**config.mk**
```make
export PLATFORM = sky130hd
export DESIGN_NAME = vdi_ctrl
export DESIGN_NICKNAME = d
export VERILOG_FILES = /design/src/rtl/vdi_pkg.sv /design/src/rtl/vdi_ctrl.sv
export SDC_FILE = /design/constraint.sdc
export NUM_CORES = 1
export LEC_CHECK = 0
export BUFFER_PORTS_ARGS = -buffer_cell sky130_fd_sc_hd__buf_2
export CAP_MARGIN = 20
export CORE_AREA = 2 2 39 41
export DETAILED_ROUTE_END_ITERATION = 10
export DIE_AREA = 0 0 41 43
export GPL_TIMING_DRIVEN = 0
export PLACE_DENSITY_LB_ADDON = 0.2
export SLEW_MARGIN = 5
export SYNTH_ARGS = -nofsm -noshare
export SYNTH_HDL_FRONTEND = slang
export SYNTH_SLANG_ARGS = --single-unit
```
**constraint.sdc**
```tcl
create_clock -name clk -period 2 [get_ports clk]
set_input_delay 0.2 -clock clk [delete_from_list [all_inputs] [get_ports clk]]
set_output_delay 0.2 -clock clk [all_outputs]
set_load 0.01 [all_outputs]
```
**src/rtl/vdi_pkg.sv**
```systemverilog
// ----------------------------------------------------------------------------
// vdi_pkg: shared types and codes of the vertex deduplication indexer
// Request codes, controller states and the control/status structs.
// ----------------------------------------------------------------------------
package vdi_pkg;

    localparam int WORD_W = 32;
    localparam int IDX_W  = 10;

    typedef enum logic [2:0] {
        REQ_LOAD_POS = 3'd0,
        REQ_LOAD_TEX = 3'd1,
        REQ_LOAD_NRM = 3'd2,
        REQ_TRIPLE   = 3'd3,
        REQ_START    = 3'd4
    } req_t;

    localparam logic [1:0] CFG_USE_POS = 2'd0;
    localparam logic [1:0] CFG_USE_TEX = 2'd1;
    localparam logic [1:0] CFG_USE_NRM = 2'd2;

    typedef enum logic [2:0] {
        ST_IDLE,
        ST_FETCH,
        ST_SCAN,
        ST_CHECK,
        ST_DONE
    } state_t;

    // controller to datapath
    typedef struct packed {
        logic load_pos;
        logic load_tex;
        logic load_nrm;
        logic clear;
        logic capture;
        logic latch_attr;
        logic scan_rd;
        logic scan_adv;
        logic append;
        logic emit;
    } ctl_t;

    // datapath to controller
    typedef struct packed {
        logic scan_end;
        logic hit;
    } sts_t;

endpackage

```
**src/rtl/vdi_ctrl.sv**
```systemverilog
// ----------------------------------------------------------------------------
// vdi_ctrl: request sequencer
// Decodes requests and walks the unique table one entry at a time, reading it in ST_SCAN and comparing it in ST_CHECK.
// ----------------------------------------------------------------------------
module vdi_ctrl
(
    input  logic          clk,
    input  logic          rst_n,
    input  logic          start,
    input  logic [2:0]    req_type,
    output logic          busy,
    output vdi_pkg::ctl_t ctl,
    input  vdi_pkg::sts_t sts
);
    import vdi_pkg::*;

    state_t state_reg;
    state_t state_next;
    logic   take;

    assign take = start && !busy;

    // next state
    always_comb
    begin
        state_next = state_reg;
        case (state_reg)
            ST_IDLE:
            begin
                if (take && req_type == REQ_TRIPLE)
                    state_next = ST_FETCH;
            end
            ST_FETCH: state_next = ST_SCAN;
            ST_SCAN:
            begin
                if (sts.scan_end)
                    state_next = ST_DONE;
                else
                    state_next = ST_CHECK;
            end
            ST_CHECK:
            begin
                if (sts.hit)
                    state_next = ST_DONE;
                else
                    state_next = ST_SCAN;
            end
            ST_DONE:  state_next = ST_IDLE;
            default:  state_next = ST_IDLE;
        endcase
    end

    // outputs
    always_comb
    begin
        ctl  = '0;
        busy = (state_reg != ST_IDLE);
        case (state_reg)
            ST_IDLE:
            begin
                ctl.load_pos = take && req_type == REQ_LOAD_POS;
                ctl.load_tex = take && req_type == REQ_LOAD_TEX;
                ctl.load_nrm = take && req_type == REQ_LOAD_NRM;
                ctl.clear    = take && req_type == REQ_START;
                ctl.capture  = take && req_type == REQ_TRIPLE;
            end
            ST_FETCH: ctl.latch_attr = 1'b1;
            ST_SCAN:  ctl.scan_rd = !sts.scan_end;
            ST_CHECK: ctl.scan_adv = !sts.hit;
            ST_DONE:
            begin
                ctl.emit   = 1'b1;
                ctl.append = !sts.hit;
            end
            default:  ctl = '0;
        endcase
    end

    always_ff @(posedge clk or negedge rst_n)
    begin
        if (!rst_n)
            state_reg <= ST_IDLE;
        else
            state_reg <= state_next;
    end

    // a hit can only be seen after a table read
    a_hit_after_read: assert property (@(posedge clk) disable iff (!rst_n)
        (state_reg == ST_CHECK) |-> $past(ctl.scan_rd))
        else $error("check without read");
    a_done_once: assert property (@(posedge clk) disable iff (!rst_n)
        ctl.emit |=> !ctl.emit)
        else $error("double result");
    a_no_take_busy: assert property (@(posedge clk) disable iff (!rst_n)
        busy |-> !ctl.capture && !ctl.clear)
        else $error("request taken while busy");

endmodule

```
Word-level counts from Yosys, hierarchy flattened
Cells that the tools add are included.

storage, ports and cells
  bits in registers = 3
  input port bits = 8
  output and inout port bits = 11
  logic and storage cells = 31

operators by class
  eq/ne operators = 9
  mux-type cells = 9
  reduce and logical (&&, ||, !) cells = 12

operators with widths
  operator                                             number
  equality test 3 x 2 -> 1 bit, second input constant  4
  one-hot mux 3 bit (4 select lines)                   1
  two-way mux 3 bit                                    3
  equality test 3 x 1 -> 1 bit, second input constant  2
  equality test 3 bit, second input constant           2
  logical AND 1 bit                                    6
  zero test 3 bit                                      2
  two-way mux 5 bit                                    1
  zero test 1 bit                                      3
  two-way mux 1 bit                                    3
  nonzero test 3 bit                                   1
  two-way mux 2 bit                                    1
  != test 2 bit, second input constant                 1

Logic depth before layout (Yosys ltp)
  depth in word-level cells = 6
  depth in mapped cells = 3
  gate-level depth less buffers = 2

Worst setup path before layout
Ideal clock, no wire load.

  path kind = reg-to-output
  from = reg state_reg[0]
  to = out ctl[7] (netlist bit)
  arrival time = 1.499 ns
  required time = 1.800 ns
  setup slack = 0.301 ns
  cell stages (with the launch flop) = 4
  buffers on the path = 1
  cell sequence = dfrtp_1 > or4b_1 > buf_2 > nor4b_1

RTL lines
  element                 RTL line        text
  from (decl)             vdi_ctrl.sv:17  state_t state_reg;
  from (signal assigned)  vdi_ctrl.sv:84  state_reg <= state_next;
  to (decl)               vdi_ctrl.sv:12  output vdi_pkg::ctl_t ctl,

==> impl_metrics.json <==
{
  "r2r_end": "state_reg[1]",
  "arrival_ns": 1.70,
  "worstPathMaxFanout": 6,
  "synthTopCellsByArea": "dfrtp_1 (33%), nor4b_1 (7.6%), nor4b_2 (6.5%), inv_1 (4.9%), mux2i_1 (4.3%)",
  "antenna_found_initial": 0,
  "syn_avg_cell_area_um2": 9.21,
  "die_w_um": 41,
  "clock.fmax_mhz": 525,
  "r2r-start": "state_reg[0]",
  "clock-root-buffer": "clkbuf_4",
  "max-vdd-ir-drop_uv": 334,
  "ys_seq_area_share_pct": 32.6,
  "seq_area_um2": 76.3,
  "syn-num-nets": 33,
  "drv_cap": 0,
  "numCtsBuffers": 3,
  "final_common_cell": "buf_2",
  "antenna_cells": 0,
  "worstPathCellList": "or4b_4, buf_6, nor4b_2, buf_2",
  "setup_tns_ns": 0,
  "cts.sinks": 3,
  "setup_viol": 0,
  "placed_cells": 59,
  "worstSetupPathType": "flop to output pin",
  "slowest_stage": "or4b_4",
  "vias": 293,
  "ys_ff_latch": 3,
  "layout_common_cells": "buf_2 (18), buf_4 (4), nor4b_2 (3), inv_1 (3), clkbuf_4 (3)",
  "max_stage_delay_ns": 0.52,
  "clk_pin_slew_worst_paths_ns": 0.04,
  "wirelength_um": 621,
  "grt_max_degree": 8,
  "die-area_mm2": 0.00176,
  "crit_end": "ctl[6]",
  "syn_area_um2": 230,
  "timing.final.crit_share_pct": 95.2,
  "post-route-drc-count": 0,
  "drive_gt1_share_pct": 65.4,
  "critPathBufInv": 2,
  "grt_pass1_wl_um": 945,
  "worst_pin_slew_ns": 0.327,
  "path_delay_family": "simple AND/OR/NAND/NOR gates",
  "yosysWarnings": 0,
  "largest_reg_flops": 3,
  "portBuffers": 18,
  "hpwl_um": 466,
  "synth_top_cell_by_area": "dfrtp_1",
  "htree_levels": 1,
  "place.gp.congestion": 0.577,
  "drt_iter0_drc": 4,
  "post-route-cell-area_um2": 430,
  "status": "finished, final reports clean",
  "dr.pass1.iters": 4,
  "worstPathRequired_ns": 1.80,
  "worst-path-stages": 4,
  "n_fill_cell": 164,
  "drt-vias-per-instance": 4.31,
  "clkLatencyLatePin_ns": 0.23,
  "core-area_mm2": 0.00138,
  "placed_area_um2": 340,
  "nNetsFinal": 61,
  "grt_usage_pct": 8.56,
  "maxSlewHeadroom_pct": 77.9,
  "cts_tree": "done",
  "holdWs_ns": 0.241,
  "grt_pass1_vias": 225,
  "critPathCaptureType": "output pin",
  "die_height_um": 43,
  "netlist.area_leader.share_pct": 32.6,
  "rrSetupSlack_ns": 0.46,
  "ys_types": 19,
  "fin_crit_ns": 1.90,
  "rsz0062_at_grt": "no",
  "reg2reg_depth": 3,
  "multi_input_area_um2": 155,
  "p_leak_nw": 0.231,
  "p_per_area_mw_per_mm2": 1050,
  "post_drt_wl_per_cell_um": 9.13,
  "finalClockSkew_ns": 0.00182,
  "start_util_pct": 16.6,
  "final_cells": 68,
  "setup.worst_path.start_class": "flop",
  "hold_path_class": "primary input to flop",
  "syn_inst": 25,
  "drtAntennaViolNets": 0,
  "boundaryPins": 19,
  "final_hold_viol_count": 0,
  "rows": 14,
  "area_delta_synth_final_pct": 87.0,
  "overflow": 0,
  "worstSetupStartpoint": "state_reg[0]",
  "slew_violations": 0,
  "clock_path_buffers": 2
}
## cell type report
| class | count | area share, % |
|---|---|---|
| Buffer | 1 | 2.62 |
| Clock buffer | 4 | 6.10 |
| Inverter | 3 | 2.62 |
| Multi-Input combinational cell | 18 | 36.0 |
| Sequential cell | 3 | 17.7 |
| Tap cell | 16 | 4.65 |
| Timing Repair Buffer | 23 | 30.2 |
## metrics by stage
stage | power, mW | worst slack, ns | util [%]
finish | 0.453 | 0.0953 | 31.1
global route | 0.501 | 0.0138 | 31.1
floorplan | 0.218 | 0.301 | -
CTS | 0.397 | 0.0270 | 27.2
detailed placement | 0.287 | 0.284 | 24.6
global placement | 0.289 | 0.291 | 24.6
## worst min path at each step
stage	slack, ns	to	start	depth (start not counted)
6_report	0.24	state_reg[0]	req_type[2]	2
5_1_grt	0.26	state_reg[0]	req_type[2]	2
4_1_cts	0.22	state_reg[0]	req_type[2]	2
3_5_place_dp	-0.001	state_reg[2]	rst_n	1
3_3_place_gp	-0.003	state_reg[2]	rst_n	1
2_1_floorplan	-0.1	state_reg[0]	rst_n	0
## cells in the mapped netlist
master	count
dfrtp_1	3
inv_1	3
nor3_1	2
nor4b_1	2
buf_2	1
mux2i_1	1
nand2_1	1
nand2b_1	1
nor2_1	1
nor2b_1	1
nor3b_1	1
nor4_1	1
nor4b_2	1
o311ai_0	1
o31ai_1	1
or3_2	1
or3b_2	1
or4b_1	1
or4b_2	1
## layer usage
metal	vias up	global-route usage (%)	wire, um
met2	16	10.0	270
met1	127	10.4	283
li1	150	-	-
met5	-	0	0
met3	0	4.71	68
met4	0	8.00	0
## logic make-up (layout without fill, tap and decap cells)
group	after synthesis	count (layout)	share of synthesized area, %
flops	3	3	32.6
mux	1	1	4.35
compound gates	2	2	7.07
simple gates	15	15	48.9
buf+inv	4	31	7.06
## what timing repair did
action | in CTS | in global routing
resized for setup | 0 | 7
setup endpoints to repair | 0 | 4
hold buffers | 1 | 0
hold endpoints to repair | 3 | 0
setup buffers | 0 | 4
## report_power, final
| part | total [mW] | switching, mW | internal [mW] |
|---|---|---|---|
| clock network | 0.105 | 0.0300 | 0.0747 |
| logic | 0.245 | 0.107 | 0.138 |
| registers | 0.103 | 0.0212 | 0.0821 |
| total | 0.453 | 0.159 | 0.295 |
No activity file was read; power rests on OpenSTA's default activity.
